### src/rtl/hfps_pkg.sv
// ----------------------------------------------------------------------------
// hfps_pkg
// Shared types and constants for the heap file page store.
// ----------------------------------------------------------------------------
package hfps_pkg;

    localparam int MAX_PAGES      = 16;
    localparam int SLOTS_PER_PAGE = 64;

    localparam int PAGE_W  = $clog2(MAX_PAGES);
    localparam int SLOT_W  = $clog2(SLOTS_PER_PAGE);
    localparam int PCNT_W  = $clog2(MAX_PAGES + 1);
    localparam int FILL_W  = $clog2(SLOTS_PER_PAGE + 1);
    localparam int ADDR_W  = PAGE_W + SLOT_W;
    localparam int KEY_W   = 32;
    localparam int BYTES_W = 12;
    localparam int NEED_W  = 13;
    localparam int CFG_W   = 13;

    localparam int HDR_BYTES      = 16;
    localparam int SLOT_OVERHEAD  = 4;
    localparam int MAX_PAGE_BYTES = 4096;

    typedef enum logic [1:0] {
        OP_INSERT = 2'd0,
        OP_SEARCH = 2'd1,
        OP_STATUS = 2'd2
    } t_op;

    typedef enum logic [1:0] {
        OC_OK         = 2'd0,
        OC_PAGE_LIMIT = 2'd1,
        OC_TOO_LARGE  = 2'd2
    } t_outcome;

    typedef enum logic [2:0] {
        S_IDLE,
        S_INS_SCAN,
        S_SRCH_PAGE,
        S_SRCH_CMP,
        S_STATUS
    } t_state;

    typedef struct packed {
        logic              we;
        logic [ADDR_W-1:0] waddr;
        logic [KEY_W-1:0]  wdata;
        logic              re;
        logic [ADDR_W-1:0] raddr;
    } t_ram_req;

    typedef struct packed {
        t_outcome          outcome;
        logic              found;
        logic [PAGE_W-1:0] page;
        logic [SLOT_W-1:0] slot;
        logic [PCNT_W-1:0] pages;
        logic [FILL_W-1:0] recs;
        logic              last;
    } t_result;

endpackage

### src/rtl/hfps_cmp.sv
// ----------------------------------------------------------------------------
// hfps_cmp
// Shared comparator: free space against need, stored key against search key.
// ----------------------------------------------------------------------------
module hfps_cmp
    import hfps_pkg::*;
(
    input  logic [KEY_W-1:0] i_a,
    input  logic [KEY_W-1:0] i_b,
    output logic             o_ge,
    output logic             o_eq
);

    always_comb begin
        o_ge = (i_a >= i_b);
        o_eq = (i_a == i_b);
    end

endmodule

### config.mk
export PLATFORM = sky130hd
export DESIGN_NAME = hfps_cmp
export DESIGN_NICKNAME = d
export VERILOG_FILES = /design/src/rtl/hfps_pkg.sv /design/src/rtl/hfps_cmp.sv
export SDC_FILE = /design/constraint.sdc
export NUM_CORES = 1
export LEC_CHECK = 0
export BUFFER_PORTS_ARGS = -buffer_cell sky130_fd_sc_hd__buf_4
export CAP_MARGIN = 25
export CORE_MARGIN = 1.5
export CORE_UTILIZATION = 38
export DETAILED_ROUTE_END_ITERATION = 16
export PLACE_DENSITY = 0.82
export SYNTH_ARGS = -nofsm -noshare
export SYNTH_HDL_FRONTEND = slang
export SYNTH_SLANG_ARGS = --single-unit
### constraint.sdc
create_clock -name vclk -period 2.2
set_input_delay 0.44 -clock vclk [all_inputs]
set_output_delay 0.44 -clock vclk [all_outputs]
set_load 0.1 [all_outputs]
; Word level (Yosys, flattened, before mapping)
; Cells that the tools add are included.
[totals]
reg_bits = 0
latch_bits = 0
ram_bits = 0
rom_bits = 0
wordCells = 2
mem_count = 0
[op_classes]
add_sub_neg = 0
mul = 0
n_div = 0
order_cmp = 1
eq_ne = 1
shift = 0
mux = 0
bitwise = 0
reduce_logical = 0
[op_table]
columns = operator, n
row1 = 32-bit equality test, 1
row2 = 32-bit greater-or-equal comparator, 1

; Logic depth before layout (Yosys ltp)
[depth]
ltp_word = 1
mapped_depth = 7

; Worst setup path before layout
; OpenSTA, ideal clock, no wires.
[synth_timing]
path_kind = input to output
from = input port i_b[30]
to = output port o_ge
t_arrival_ps = 3103
required_time_ps = 1760
path_slack_ps = -1343
stages = 6
n_path_buf = 0
cell_sequence = inv_1 ha_1 and4_1 nand4_1 or4_4 o221ai_1
[synth_via]
elab_chain_len = 1
[synth_lines]
columns = element, line_no
row1 = from (decl), hfps_cmp.sv:9  ; input logic [KEY_W-1:0] i_b,
row2 = 32-bit greater-or-equal comparator, hfps_cmp.sv:15  ; o_ge = (i_a >= i_b);
row3 = to (decl), hfps_cmp.sv:10  ; output logic o_ge,
; No other way between the ends.

; Final worst setup path
[layout_timing]
from = input port i_b[11]
to = output port o_ge
; Same word-level chain as after synthesis.

==> impl_metrics.yaml <==
status:
  outcome: "finished with violations"
  violations: "setup timing"
timing:
  setup_viol: 2
  finalSetupTns_ps: -619
  relSlewSlack_pct: 76.9
  hold_viol: 0
  post-route-period-util_pct: 116
  clock.fmax_mhz: 393
  finalMaxSlewViolations: 0
  rsz0062_at_grt: "true"
  setup_slack_ps: -345
  holdWs_ps: 1470
  worst_slew_pin_slew_ps: 344
  min_period_ps: 2540
die:
  die_area_sq_um: 2440
  floorplan.initialDensity_pct: 40.9
  die_h_um: 49.4
  num_io_pins: 66
  die_w_um: 49.4
  row_count: 16
  core_sq_um: 2000
synthesis:
  synth_nets: 207
  yosysWarnings: 0
  syn_avg_cell_area_sq_um: 7.37
  netlist_instances: 111
  synth_cell_types: 21
  ys_seq_area_share_pct: 0
  synthesis.area_sq_um: 818
power_and_ir_drop:
  clockPowerShare_pct: 0
  comb_power_share_pct: 100.0
  p_sw_mw: 0.136
  vdd_drop_max_v: 0.000188
  power_density_nw_per_um2: 194
  internal-power_mw: 0.179
  leakage_nw: 0.901
  seq_power_share_pct: 0
  sw_frac_of_total_pct: 43.1
route:
  dr.pass1.iters: 4
  wirelength_mm: 2.68
  drc: 0
  drt_iter0_markers: 7
  ant_nets: 0
  vias: 1057
  drt-vias-per-instance: 5.03
  routedWlPerCell_um: 12.8
cells_and_area:
  regArea_sq_um: 0
  finalInstanceArea_sq_um: 1620
  final_util_pct: 81.1
  final_common_cell: "buf_4"
  syn_to_final_growth_pct: 98.5
  final_cell_mix: "buf_4 (66), inv_1 (24), ha_1 (22)"
  fill_cells: 129
  fin_nets: 281
  antenna_cells: 0
  drive_gt1_share_pct: 53.6
  n_sequential_cell: 0
  nClkBuffers: 0
setup_path:
  critPathCaptureType: "output pin"
  worstPathMaxFanout: 2
  criticalPathCategory: "in2out"
  cp.arrival_ps: 2100
  cp-start-kind: "input pin"
  worst-endpoint-required_ps: 1760
global_routing:
  grt_max_degree: 4
  grt_use_total_pct: 23.0
  grt_pass1_wl_mm: 4.52
  grt_pass1_vias: 1153
  grt_remaining_overflow: 0
  grt_antenna_before_repair: 0
min_path:
  hp-class: "in2out"
place:
  gp_congestion: 0.795
  portBuffers: 66
  dp_hpwl_mm: 2.13
  placed_area_sq_um: 1460
job:
  max-cap-violations: 0
## final timing paths
check	from	cells after the start	endpoint
setup / recovery	i_b[11]	9	o_ge
hold / removal	i_a[31]	6	o_ge
## final cells by class
cell class                      count  area, sq um  share of cell area [%]
Inverter                           32          138                    8.47
Timing Repair Buffer               72          584                    36.0
Multi-Input combinational cell     79          868                    53.5
Tap cell                           27         33.8                    2.08
## layer usage
metal / GRT usage (%) / vias to the layer above / part of all wire, %
li1: - / 536 / -
met1: 20.2 / 477 / 34
met2: 54.7 / 44 / 61
met3: 2.15 / 0 / 5.6
met4: 0.926 / 0 / 0
met5: 0 / - / 0
## power groups by stage
stage	Sequential (mW)	Clock, mW	Combinational [mW]
6_report	0	0	0.315
5_1_grt	0	0	0.347
4_1_cts	0	0	0.306
3_5_place_dp	0	0	0.272
3_3_place_gp	0	0	0.259
2_1_floorplan	0	0	0.136
## cells by family (layout without fill, tap and decap cells)
logic type / count (synthesis) / count (layout) / synth area share (%)
adders and majority gates: 32 / 32 / 48.9
AOI/OAI and AO/OA: 23 / 23 / 19.9
and+or+nand+nor: 24 / 24 / 16.5
buffers and inverters: 32 / 104 / 14.7
## stage by stage
stage,std cells,power (mW),setup WS [ps]
final,210,0.315,-345
after detailed placement,209,0.272,-520
after global routing,210,0.347,-391
after CTS,210,0.306,-308
after global placement,209,0.259,-486
after floorplan,111,0.136,-519
## Yosys cell counts
library cell,instances,area share (%)
o21ai_0,2,1.2
a21oi_1,8,4.9
a21o_1,4,3.7
nand2_1,5,2.3
a2111oi_2,1,1.8
a21oi_2,2,2.1
a221o_1,2,2.4
o221ai_1,1,1.1
ha_1,32,49
nor3_2,1,1.2
nand4_1,5,3.8
o21ai_1,1,0.61
a221oi_1,1,1.1
nor2_1,5,2.3
or4_4,1,1.4
inv_1,32,15
and2_1,1,0.77
a21boi_0,1,0.92
or3_1,1,0.77
and4_1,2,2.1
nand3_1,3,1.8
## timing repair
action                                  4_1_cts  5_1_grt
pin swaps                                     7        0
setup buffers                                 1        0
resized for setup                            24        2
hold buffers                                  0        0
endpoints found under the setup margin        2        2
## critical path, cell delays in order
cell       delay [ps]
buf_4             110
inv_1              70
ha_4              200
a21oi_2           110
o21ai_1           100
a221o_1           370
a2111oi_4         350
o221ai_4          170
buf_12            190
Note: power is estimated with default switching activity, not from simulation.
