[config.mk]
export PLATFORM = sky130hd
export DESIGN_NAME = hfps_seq
export DESIGN_NICKNAME = d
export VERILOG_FILES = /design/src/rtl/hfps_pkg.sv /design/src/rtl/hfps_seq.sv
export SDC_FILE = /design/constraint.sdc
export NUM_CORES = 1
export LEC_CHECK = 0
export BUFFER_PORTS_ARGS = -buffer_cell sky130_fd_sc_hd__buf_2
export CORE_MARGIN = 3
export CORE_UTILIZATION = 58
export CTS_BUF_LIST = sky130_fd_sc_hd__clkbuf_4 sky130_fd_sc_hd__clkbuf_8 sky130_fd_sc_hd__clkbuf_16
export DETAILED_ROUTE_END_ITERATION = 7
export PLACE_DENSITY = 0.81
export RECOVER_POWER = 50
export SYNTH_ARGS = -nofsm -noshare
export SYNTH_HDL_FRONTEND = slang
export SYNTH_SLANG_ARGS = --single-unit
[constraint.sdc]
create_clock -name i_clk -period 6 [get_ports i_clk]
set_input_delay 0.9 -clock i_clk [delete_from_list [all_inputs] [get_ports i_clk]]
set_output_delay 0.9 -clock i_clk [all_outputs]
set_load 0.02 [all_outputs]
[src/rtl/hfps_pkg.sv]
// ----------------------------------------------------------------------------
// hfps_pkg
// Shared types and constants for the heap file page store.
// ----------------------------------------------------------------------------
package hfps_pkg;

    localparam int MAX_PAGES      = 16;
    localparam int SLOTS_PER_PAGE = 64;

    localparam int PAGE_W  = $clog2(MAX_PAGES);
    localparam int SLOT_W  = $clog2(SLOTS_PER_PAGE);
    localparam int PCNT_W  = $clog2(MAX_PAGES + 1);
    localparam int FILL_W  = $clog2(SLOTS_PER_PAGE + 1);
    localparam int ADDR_W  = PAGE_W + SLOT_W;
    localparam int KEY_W   = 32;
    localparam int BYTES_W = 12;
    localparam int NEED_W  = 13;
    localparam int CFG_W   = 13;

    localparam int HDR_BYTES      = 16;
    localparam int SLOT_OVERHEAD  = 4;
    localparam int MAX_PAGE_BYTES = 4096;

    typedef enum logic [1:0] {
        OP_INSERT = 2'd0,
        OP_SEARCH = 2'd1,
        OP_STATUS = 2'd2
    } t_op;

    typedef enum logic [1:0] {
        OC_OK         = 2'd0,
        OC_PAGE_LIMIT = 2'd1,
        OC_TOO_LARGE  = 2'd2
    } t_outcome;

    typedef enum logic [2:0] {
        S_IDLE,
        S_INS_SCAN,
        S_SRCH_PAGE,
        S_SRCH_CMP,
        S_STATUS
    } t_state;

    typedef struct packed {
        logic              we;
        logic [ADDR_W-1:0] waddr;
        logic [KEY_W-1:0]  wdata;
        logic              re;
        logic [ADDR_W-1:0] raddr;
    } t_ram_req;

    typedef struct packed {
        t_outcome          outcome;
        logic              found;
        logic [PAGE_W-1:0] page;
        logic [SLOT_W-1:0] slot;
        logic [PCNT_W-1:0] pages;
        logic [FILL_W-1:0] recs;
        logic              last;
    } t_result;

endpackage

[src/rtl/hfps_seq.sv]
// ----------------------------------------------------------------------------
// hfps_seq
// Sequencer with page table: first-fit insert, slot scan search, status walk.
// ----------------------------------------------------------------------------
module hfps_seq
    import hfps_pkg::*;
(
    input  logic               i_clk,
    input  logic               i_rst_n,
    input  logic [BYTES_W-1:0] i_usable,
    input  logic               i_in_valid,
    output logic               o_in_ready,
    input  logic [1:0]         i_op,
    input  logic [BYTES_W-1:0] i_bytes,
    input  logic [KEY_W-1:0]   i_key,
    output logic [KEY_W-1:0]   o_cmp_a,
    output logic [KEY_W-1:0]   o_cmp_b,
    input  logic               i_ge,
    input  logic               i_eq,
    output t_ram_req           o_ram_req,
    input  logic [KEY_W-1:0]   i_rd_data,
    output logic               o_res_valid,
    input  logic               i_res_ready,
    output t_result            o_res,
    output logic [PCNT_W-1:0]  o_page_count
);

    t_state              r_state, n_state;
    logic [PCNT_W-1:0]   r_pc, n_pc;
    logic [PCNT_W-1:0]   r_pg, n_pg;
    logic [SLOT_W-1:0]   r_slot, n_slot;
    logic [NEED_W-1:0]   r_need, n_need;
    logic [KEY_W-1:0]    r_key, n_key;
    logic                r_ov, n_ov;
    t_result             r_res;

    logic [BYTES_W-1:0]  r_free [MAX_PAGES];
    logic [FILL_W-1:0]   r_fill [MAX_PAGES];

    logic                tbl_we;
    logic [BYTES_W-1:0]  tbl_free;
    logic [FILL_W-1:0]   tbl_fill;
    logic [PAGE_W-1:0]   pg_idx;
    logic [FILL_W-1:0]   cur_fill;
    logic [BYTES_W-1:0]  cur_free;
    logic                can_emit;
    logic                emit;
    t_result             e_res;

    assign pg_idx   = r_pg[PAGE_W-1:0];
    assign cur_fill = r_fill[pg_idx];
    assign cur_free = r_free[pg_idx];
    assign can_emit = !r_ov || i_res_ready;

    always_comb begin
        n_state   = r_state;
        n_pc      = r_pc;
        n_pg      = r_pg;
        n_slot    = r_slot;
        n_need    = r_need;
        n_key     = r_key;
        o_cmp_a   = '0;
        o_cmp_b   = '0;
        o_ram_req = '0;
        tbl_we    = 1'b0;
        tbl_free  = cur_free;
        tbl_fill  = cur_fill;
        emit      = 1'b0;
        e_res     = '0;
        e_res.outcome = OC_OK;
        e_res.last    = 1'b1;
        e_res.pages   = r_pc;

        unique case (r_state)
            S_IDLE: begin
                if (i_in_valid) begin
                    n_need = NEED_W'(i_bytes) + NEED_W'(SLOT_OVERHEAD);
                    n_key  = i_key;
                    n_pg   = '0;
                    n_slot = '0;
                    case (t_op'(i_op))
                        OP_INSERT: n_state = S_INS_SCAN;
                        OP_SEARCH: n_state = S_SRCH_PAGE;
                        OP_STATUS: n_state = S_STATUS;
                        default:   n_state = S_IDLE;
                    endcase
                end
            end

            S_INS_SCAN: begin
                o_cmp_b = KEY_W'(r_need);
                if (r_pg != r_pc) begin
                    o_cmp_a = KEY_W'(cur_free);
                    if (i_ge && (cur_fill < FILL_W'(SLOTS_PER_PAGE))) begin
                        if (can_emit) begin
                            o_ram_req.we    = 1'b1;
                            o_ram_req.waddr = {pg_idx, cur_fill[SLOT_W-1:0]};
                            o_ram_req.wdata = r_key;
                            tbl_we   = 1'b1;
                            tbl_free = cur_free - r_need[BYTES_W-1:0];
                            tbl_fill = cur_fill + FILL_W'(1);
                            emit          = 1'b1;
                            e_res.found   = 1'b1;
                            e_res.page    = pg_idx;
                            e_res.slot    = cur_fill[SLOT_W-1:0];
                            n_state       = S_IDLE;
                        end
                    end else begin
                        n_pg = r_pg + PCNT_W'(1);
                    end
                end else if (r_pc == PCNT_W'(MAX_PAGES)) begin
                    if (can_emit) begin
                        emit          = 1'b1;
                        e_res.outcome = OC_PAGE_LIMIT;
                        n_state       = S_IDLE;
                    end
                end else begin
                    // open a fresh page at the end of the file
                    o_cmp_a = KEY_W'(i_usable);
                    if (can_emit) begin
                        n_pc        = r_pc + PCNT_W'(1);
                        e_res.pages = n_pc;
                        e_res.page  = pg_idx;
                        tbl_we      = 1'b1;
                        emit        = 1'b1;
                        n_state     = S_IDLE;
                        if (i_ge) begin
                            o_ram_req.we    = 1'b1;
                            o_ram_req.waddr = {pg_idx, SLOT_W'(0)};
                            o_ram_req.wdata = r_key;
                            tbl_free    = i_usable - r_need[BYTES_W-1:0];
                            tbl_fill    = FILL_W'(1);
                            e_res.found = 1'b1;
                        end else begin
                            tbl_free      = i_usable;
                            tbl_fill      = '0;
                            e_res.outcome = OC_TOO_LARGE;
                        end
                    end
                end
            end

            S_SRCH_PAGE: begin
                if (r_pg == r_pc) begin
                    if (can_emit) begin
                        emit    = 1'b1;
                        n_state = S_IDLE;
                    end
                end else if (cur_fill == '0) begin
                    n_pg = r_pg + PCNT_W'(1);
                end else begin
                    o_ram_req.re    = 1'b1;
                    o_ram_req.raddr = {pg_idx, SLOT_W'(0)};
                    n_slot          = '0;
                    n_state         = S_SRCH_CMP;
                end
            end

            S_SRCH_CMP: begin
                o_cmp_a = i_rd_data;
                o_cmp_b = r_key;
                if (i_eq) begin
                    if (can_emit) begin
                        emit        = 1'b1;
                        e_res.found = 1'b1;
                        e_res.page  = pg_idx;
                        e_res.slot  = r_slot;
                        n_state     = S_IDLE;
                    end
                end else if ((FILL_W'(r_slot) + FILL_W'(1)) < cur_fill) begin
                    // next slot of the same page, one read per cycle
                    n_slot          = r_slot + SLOT_W'(1);
                    o_ram_req.re    = 1'b1;
                    o_ram_req.raddr = {pg_idx, n_slot};
                end else begin
                    n_pg    = r_pg + PCNT_W'(1);
                    n_slot  = '0;
                    n_state = S_SRCH_PAGE;
                end
            end

            S_STATUS: begin
                if (can_emit) begin
                    emit = 1'b1;
                    if (r_pc == '0) begin
                        n_state = S_IDLE;
                    end else begin
                        e_res.page = pg_idx;
                        e_res.recs = cur_fill;
                        e_res.last = ((r_pg + PCNT_W'(1)) == r_pc);
                        if (e_res.last) begin
                            n_state = S_IDLE;
                        end else begin
                            n_pg = r_pg + PCNT_W'(1);
                        end
                    end
                end
            end

            default: n_state = S_IDLE;
        endcase

        if (emit) begin
            n_ov = 1'b1;
        end else if (i_res_ready) begin
            n_ov = 1'b0;
        end else begin
            n_ov = r_ov;
        end
    end

    always_ff @(posedge i_clk) begin
        if (!i_rst_n) begin
            r_state <= S_IDLE;
            r_pc    <= '0;
            r_ov    <= 1'b0;
        end else begin
            r_state <= n_state;
            r_pc    <= n_pc;
            r_ov    <= n_ov;
        end
    end

    always_ff @(posedge i_clk) begin
        r_pg   <= n_pg;
        r_slot <= n_slot;
        r_need <= n_need;
        r_key  <= n_key;
        if (emit) begin
            r_res <= e_res;
        end
        if (tbl_we) begin
            r_free[pg_idx] <= tbl_free;
            r_fill[pg_idx] <= tbl_fill;
        end
    end

    assign o_in_ready   = (r_state == S_IDLE);
    assign o_res_valid  = r_ov;
    assign o_res        = r_res;
    assign o_page_count = r_pc;

endmodule

### Word-level counts from Yosys, hierarchy flattened

Memory sizes are Yosys's and may differ from the RTL's. A register that Yosys moved wholly into a read port is not among the register bits.
Cells that the tools add are included.

* add/sub/neg operators: 8
* magnitude comparators: 2
* eq/ne operators: 25
* muxes and demuxes: 96
* bitwise logic cells: 3
* reduce and logical (&&, ||, !) cells: 16

Operator list (number)
* 43-bit two-way mux: 7
* 32-bit one-hot mux with 2 select lines: 2
* 12-bit two-way mux: 9
* 11-bit two-way mux: 8
* 5-bit two-way mux: 16
* 7-bit two-way mux: 7
* 6-bit two-way mux: 6
* 3-bit two-way mux: 11
* 5-bit one-hot mux with 5 select lines: 1
* 12-bit subtractor: 2
* 2-bit inequality test, second input constant: 11
* 11-bit one-hot mux with 2 select lines: 1
* 6-bit one-hot mux with 3 select lines: 1
* 4-bit two-way mux: 4
* 1-bit two-way mux: 15
* 3-bit one-hot mux with 5 select lines: 1
* 12-bit by 3-bit adder with 13-bit output, second input constant: 1
* 3-bit inequality test, second input constant: 4
* 4-bit one-hot mux with 3 select lines: 1
* 6-bit one-hot mux with 2 select lines: 1
* 11-bit AND reduction: 1
* 5-bit by 1-bit adder with 5-bit output, second input constant: 2
* 5-bit equality test: 2
* 3-bit one-hot mux with 3 select lines: 1
* other kinds (31): 35

* flip-flop bits (word level): 91
* bits in writable memories: 304
* input bits: 96
* output and inout bits: 151
* word-level logic and storage cells: 166
* memories: 2

Memory list
* r_free: words 16, width 12, rd ports 1, clocked after Yosys merged registers in 1, wr ports 1, line hfps_seq.sv:37 `logic [BYTES_W-1:0] r_free [MAX_PAGES];`
* r_fill: words 16, width 7, rd ports 1, clocked after Yosys merged registers in 1, wr ports 1, line hfps_seq.sv:38 `logic [FILL_W-1:0] r_fill [MAX_PAGES];`

### Logic depth before layout (Yosys ltp)

Gate-level depths: netlist (run 1).

* depth after elaboration: 8
* depth in mapped cells: 19
* depth with buffers taken out: 14

### Least setup slack after synthesis (run 1)

OpenSTA, ideal clock, no wires.

* kind: register to register
* start: register (tool-made name)
* end: memory r_free[0][10] (data pin)
* library setup time: 0.445 ns
* data arrival time: 4.794 ns
* required time: 5.555 ns
* setup slack: 0.761 ns
* cell stages (with the launch flop): 20
* path buffers: 5
* clock period less this slack: 5.239 ns
* cell sequence: dfxtp_1 buf_6 buf_12 buf_2 buf_2 buf_2 mux4_2 mux4_2 inv_1 ha_1 inv_1 fa_1 a21o_1 a21oi_1 o21bai_1 a21oi_1 o21ai_0 a41o_1 o221ai_1 o311ai_0

RTL lines (line)
* to (decl): hfps_seq.sv:37

==> results of run 1 <==
## through the flow
step	std cells	worst slack, ns	utilization, %	cell area, µm²	power (mW)
after CTS	1884	0.370	69.6	21400	10.5
after detailed placement	1815	1.05	65.2	20100	7.92
after global routing	1887	0.0438	69.0	21200	10.9
after floorplan	1187	0.761	-	18200	6.69
after global placement	1815	1.20	65.2	20100	7.79
final	1887	0.322	69.0	21200	10.5
## cells in the final DEF, fill, tap and decap left out, types with 26 or more instances in the layout
master	n
mux4_2	85
o21ai_0	40
ha_1	39
clkbuf_1	92
edfxtp_1	386
clkbuf_16	41
and2_0	26
nand2_1	58
buf_2	173
and2_1	66
inv_1	59
nor2_1	67
## kinds of logic (layout without fill, tap and decap cells)
family                     count (synthesis)  in the layout  share of synthesized area (%)
AOI/OAI and AO/OA                        153            153                           5.98
xor gates and xnor gates                  37             37                           1.78
adders and majority gates                 41             41                           2.90
buffers and inverters                    116            417                           2.70
DFF                                      399            399                           65.1
muxes                                    110            110                           12.0
other                                      0              3                              0
and+or+nand+nor                          331            331                           9.49
## flip-flops by register name, summed over array words and instances, names as in the netlist, named ones only
register / cells
o_res_valid: 1
r_state: 3
r_fill: 112
r_need: 13
o_page_count: 5
o_res: 26
r_free: 192
r_pg: 5
r_slot: 6
r_key: 32
## worst max path at each step
stage,cells after the start,slack [ns],end
2_1_floorplan,19,0.76,r_free[0][10]
3_3_place_gp,14,1.20,r_free[2][8]
3_5_place_dp,14,1.05,o_ram_req[8]
4_1_cts,14,0.37,o_ram_req[8]
5_1_grt,14,0.04,o_ram_req[8]
6_report,14,0.32,o_ram_req[8]
## area by class of cell
class / count / area (µm²) / area share [%]
clock inverters: 21 / 251 / 1.19
well taps: 396 / 495 / 2.34
diodes: 3 / 7.51 / 0.0354
inverters: 62 / 233 / 1.10
multi-input cells: 672 / 5890 / 27.8
flip-flops and latches: 399 / 11900 / 55.9
repair buffers: 286 / 1380 / 6.51
clock buffers: 48 / 1100 / 5.20
## power by group
part | total, mW | internal (mW) | switching, mW
Sequential | 4.17 | 3.92 | 0.250
Clock | 2.52 | 1.46 | 1.06
Combinational | 3.77 | 1.35 | 2.42
## synthesized netlist by cell type, drive strengths merged (5+ instances only)
cell type	count	area (µm²)
edfxtp	386	11600
and2	93	582
mux4	85	1910
nor2	73	274
inv	60	225
nand2	59	226
o21ai	44	224
ha	39	488
clkbuf	38	143
nand3	25	125
nor3	21	105
xnor2	20	175
a21oi	19	95.1
mux2i	18	180
xor2	17	149
and3	16	100
buf	16	115
dfxtp	13	260
a222oi	11	110
a21o	9	67.6
a22oi	9	72.6
nor2b	8	50.1
mux2	7	93.8
a21boi	6	45.1
nor4	6	37.5
o211ai	6	45.0
a211oi	5	37.5
nand2b	5	31.3
o221ai	5	43.8
or3	5	31.3
## routing by layer
metal  GRT usage (%)  vias up  part of all wire (%)
met2            51.1      807                    50
met4            14.5        0                   5.3
met1            38.2     5987                    35
met5               0        -                     0
met3            5.93      155                    10
li1                -     5146                     -
==> flow_metrics.py, run 1 <==
metrics = {
    "job": {
        "cap_violations": 14,
    },
    "global_route": {
        "grt_pass1_vias": 12132,
        "grt_use_total_pct": 30.3,
        "grt_pass1_wl_mm": 75.3,
        "grt_overflow": 0,
        "grt_max_degree": 67,
        "antenna_found_initial": 3,
    },
    "sta": {
        "finalCriticalPeriod_ns": 5.68,
        "finalSetupTns_ns": 0,
        "whs_ns": 0.523,
        "rsz0062_at_grt": "no",
        "max_slew_margin_pct": -76.4,
        "worst_pin_slew_ns": 2.65,
        "fin_skew_ns": 0.0287,
        "fin_crit_sh_pct": 94.6,
        "fmax_ghz": 0.176,
        "finalSetupViolations": 0,
        "finalMaxSlewViolations": 353,
        "hold_viol": 0,
    },
    "drt": {
        "wl_per_cell_um": 27.0,
        "drt_iter0_drc": 1482,
        "routed-via-count": 12095,
        "postRouteAntennaNets": 0,
        "dr.pass1.iters": 5,
        "via_per_inst": 6.41,
        "wirelength_mm": 50.9,
        "route.detailed.drc": 0,
    },
    "synthesis": {
        "netlist_area_um2": 18200,
        "syn-num-nets": 1324,
        "synth-edff-count": 386,
        "async_flop_share_pct": 0,
        "ys_types": 74,
        "yosysWarningCount": 0,
        "ys.flop_type": "edfxtp_1",
        "synthCells": 1187,
        "syn_area_per_cell_um2": 15.3,
        "ys_seq_area_share_pct": 65.1,
        "ys_ff_latch": 399,
    },
    "hold_path": {
        "worstHoldStart": "i_key[13]",
        "hold_end": "r_key[13]",
        "hp-class": "in -> reg",
        "min_path_cells": 1,
    },
    "clock_tree": {
        "clk_latency_ns": 0.56,
        "cts_tree": "yes",
        "postCtsHoldBufs": 0,
        "cts_root_buffer": "clkbuf_16",
        "ctsResizeCount": 0,
        "clkTransAtPathRegs_ns": 0.06,
        "cts_buffers": 40,
        "cts.sinks": 399,
        "clock_path_buffers": 3,
        "post-cts-setup-buffer-count": 0,
        "htreeDepth": 2,
    },
    "power_and_ir_drop": {
        "vdd_drop_max_uv": 226,
        "powerDensity_nw_per_um2": 493,
        "p_leak_nw": 7.83,
    },
    "placed_design": {
        "port_buffers": 246,
        "hpwl_mm": 33.6,
        "gp_congestion": 0.881,
    },
    "floorplanning": {
        "core_area_um2": 30700,
        "die_area_um2": 33500,
        "start_util_pct": 59.2,
        "io_pins": 247,
        "die_y_um": 183,
        "die_w_um": 183,
        "num_rows": 64,
    },
    "setup_path": {
        "cp_common_cell": "mux2i_1",
        "end_kind": "primary output",
        "startpoint_type": "register",
        "r2r-end": "o_res[23]",
        "timing_worst_setup_path_type": "reg -> out",
        "worstPathRequired_ns": 5.10,
        "crit_slowest_cell": "dfxtp_4",
        "r2r_start": "r_state[0]",
        "cp_num_buf_inv": 3,
        "cpLargestDelayFamily": "compound AO/OA/AOI/OAI gates",
        "path_cells": "buf_4 > mux2i_1 > a22oi_1 > mux2i_1 > o21ai_1 > inv_1 > ha_1 > and3_1 > a221oi_1 > o21ai_2 > or2_2 > nand2_1 > and2_1 > buf_2",
        "max_stage_delay_ns": 0.72,
        "worstRegToRegCells": 7,
        "cp_max_fo": 30,
        "arrival_ns": 4.78,
        "r2r_setup_slack_ns": 0.81,
    },
    "run_status": {
        "violations": "capacitance limit, slew limit",
        "status": "finished with violations",
    },
    "cells_and_area": {
        "nets": 1598,
        "nFillCells": 2050,
        "area_growth_pct": 16.6,
        "drive_above_1_share_pct": 25.3,
    },
}
(Power assumes the default switching activity.)
==> run 2, diff against run 1 <==
--- a/config.mk
+++ b/config.mk
@@ -6,12 +6,14 @@
 export NUM_CORES = 1
 export LEC_CHECK = 0
 export BUFFER_PORTS_ARGS = -buffer_cell sky130_fd_sc_hd__buf_2
+export CORE_ASPECT_RATIO = 1.4
 export CORE_MARGIN = 3
 export CORE_UTILIZATION = 58
 export CTS_BUF_LIST = sky130_fd_sc_hd__clkbuf_4 sky130_fd_sc_hd__clkbuf_8 sky130_fd_sc_hd__clkbuf_16
 export DETAILED_ROUTE_END_ITERATION = 7
 export PLACE_DENSITY = 0.81
 export RECOVER_POWER = 50
+export SETUP_SLACK_MARGIN = 0.1
 export SYNTH_ARGS = -nofsm -noshare
 export SYNTH_HDL_FRONTEND = slang
 export SYNTH_SLANG_ARGS = --single-unit
==> flow_metrics.py, run 2 (synthesized netlist as in run 1, its figures left out) <==
metrics = {
    "floorplanning": {
        "io_pins": 247,
        "die_w_um": 156,
        "die_area_um2": 33600,
        "num_rows": 76,
        "start_util_pct": 59.1,
        "die_y_um": 216,
        "core_area_um2": 30800,
    },
    "placed_design": {
        "gp_congestion": 0.899,
        "placed_area_um2": 20000,
        "hpwl_mm": 32.9,
        "dp_cells": 1800,
        "dp_slack_ns": 1.07,
        "port_buffers": 246,
    },
    "clock_tree": {
        "clk_latency_ns": 0.54,
        "clkTransAtPathRegs_ns": 0.06,
        "cts_root_buffer": "clkbuf_16",
        "clock_path_buffers": 3,
        "post-cts-setup-buffer-count": 0,
        "postCtsHoldBufs": 0,
        "cts_buffers": 35,
        "cts_tree": "yes",
        "ctsResizeCount": 0,
        "cts.sinks": 399,
        "htreeDepth": 2,
    },
    "sta": {
        "finalMaxSlewViolations": 293,
        "worst_slack_ns": 0.440,
        "worst_pin_slew_ns": 2.80,
        "finalCriticalPeriod_ns": 5.56,
        "finalSetupTns_ns": 0,
        "fin_skew_ns": 0.0129,
        "fmax_ghz": 0.180,
        "rsz0062_at_grt": "no",
        "hold_viol": 0,
        "fin_crit_sh_pct": 92.7,
        "whs_ns": 0.532,
        "max_slew_margin_pct": -86.7,
        "finalSetupViolations": 0,
    },
    "drt": {
        "dr.pass1.iters": 7,
        "wl_per_cell_um": 27.5,
        "route.detailed.drc": 0,
        "wirelength_mm": 51.2,
        "routed-via-count": 12079,
        "via_per_inst": 6.48,
        "drt_iter0_drc": 1362,
        "postRouteAntennaNets": 0,
    },
    "setup_path": {
        "r2r-end": "r_free[14][3]",
        "startpoint_type": "register",
        "worstRegToRegCells": 10,
        "arrival_ns": 4.66,
        "cp_num_buf_inv": 3,
        "cp_max_fo": 63,
        "cpLargestDelayFamily": "simple AND/OR/NAND/NOR gates",
        "max_stage_delay_ns": 0.57,
        "path_cells": "buf_12 > nor2_1 > a221oi_1 > o21bai_1 > nand2_1 > inv_1 > ha_1 > and3_1 > a221oi_1 > o21ai_2 > or2_2 > nand2_1 > and2_1 > buf_2",
        "crit_slowest_cell": "dfxtp_2",
        "timing_worst_setup_path_type": "reg -> out",
        "r2r_setup_slack_ns": 1.01,
        "end_kind": "primary output",
        "worstPathRequired_ns": 5.10,
    },
    "cells_and_area": {
        "final_common_cell": "edfxtp_1",
        "nFillCells": 2038,
        "drive_above_1_share_pct": 24.3,
        "regMostFlops": "r_free",
        "area_growth_pct": 15.8,
        "most-common-layout-cells": "edfxtp_1, buf_2, clkbuf_1",
        "largest_reg_flops": 192,
        "nets": 1585,
        "fin_area_um2": 21100,
        "reg.largest.list": "r_free x192, r_fill x112, r_key x32",
        "fin_cells": 1864,
    },
    "global_route": {
        "antenna_found_initial": 2,
        "grt_pass1_vias": 11900,
        "grt_use_total_pct": 29.8,
        "grt_pass1_wl_mm": 73.9,
        "grt_max_degree": 67,
        "grt_overflow": 0,
    },
    "power_and_ir_drop": {
        "p_leak_nw": 7.75,
        "vdd_drop_max_uv": 258,
        "powerDensity_nw_per_um2": 490,
    },
    "hold_path": {
        "hp-class": "in -> reg",
        "hold_end": "r_need[1]",
        "worstHoldStart": "i_bytes[1]",
        "min_path_cells": 1,
    },
    "job": {
        "cap_violations": 11,
    },
    "run_status": {
        "violations": "capacitance limit, slew limit",
        "status": "finished with violations",
    },
}
run 2: cell types whose count changed in the layout (fill, tap and decap cells not counted), sizes merged:
cell / previous run / this run
clkbuf: 140 / 135
clkinvlp: 4 / 0
bufinv: 3 / 6
inv: 60 / 61
buf: 194 / 185
diode: 3 / 1
clkinv: 16 / 15
run 2: worst register-to-register path, stage by stage (launching register included):
cell,delay [ns]
dfxtp_2,0.57
buf_12,0.38
nor2b_1,0.39
a221oi_1,0.20
o21bai_1,0.31
nand2_1,0.19
o21ai_0,0.46
o211ai_1,0.15
clkbuf_1,0.39
nor3_1,0.27
clkbuf_1,1.28
run 2: worst max path at each step:
stage	endpoint	cells past startpoint	from	slack (ns)
floorplan	r_free[0][10]	19	register	0.76
global placement	r_free[13][8]	15	register	1.27
detailed placement	r_free[15][8]	15	register	1.07
CTS	o_ram_req[8]	14	register	0.40
global route	o_ram_req[8]	14	register	0.12
finish	o_ram_req[8]	14	register	0.44
run 2: report_power, final:
group	internal (mW)	switching, mW
clock	1.40	0.985
sequential	3.92	0.236
combinational	1.34	2.45
total	6.66	3.67
run 2: layout make-up:
type                       instances  area, µm²  area share (%)
tap                              390        488            2.32
timing repair buffer             278       1360            6.47
clock buffer                      42        952            4.52
multi-input combinational        672       5920            28.1
inverter                          62        233            1.10
antenna                            1       2.50          0.0119
sequential                       399      11900            56.3
clock inverter                    20        260            1.23
run 2: routing by layer:
metal,vias to the layer above,routed length [µm],GRT usage [%]
met1,5887,16600,34.6
met2,868,26000,51.5
met3,206,5200,5.82
met5,-,0,0
met4,0,3320,16.7
li1,5118,-,-
run 2: metrics by stage:
stage	power [mW]	utilization, %
2_1_floorplan	6.69	-
3_3_place_gp	7.72	64.9
3_5_place_dp	7.87	64.9
4_1_cts	10.3	68.9
5_1_grt	10.7	68.4
6_report	10.3	68.4
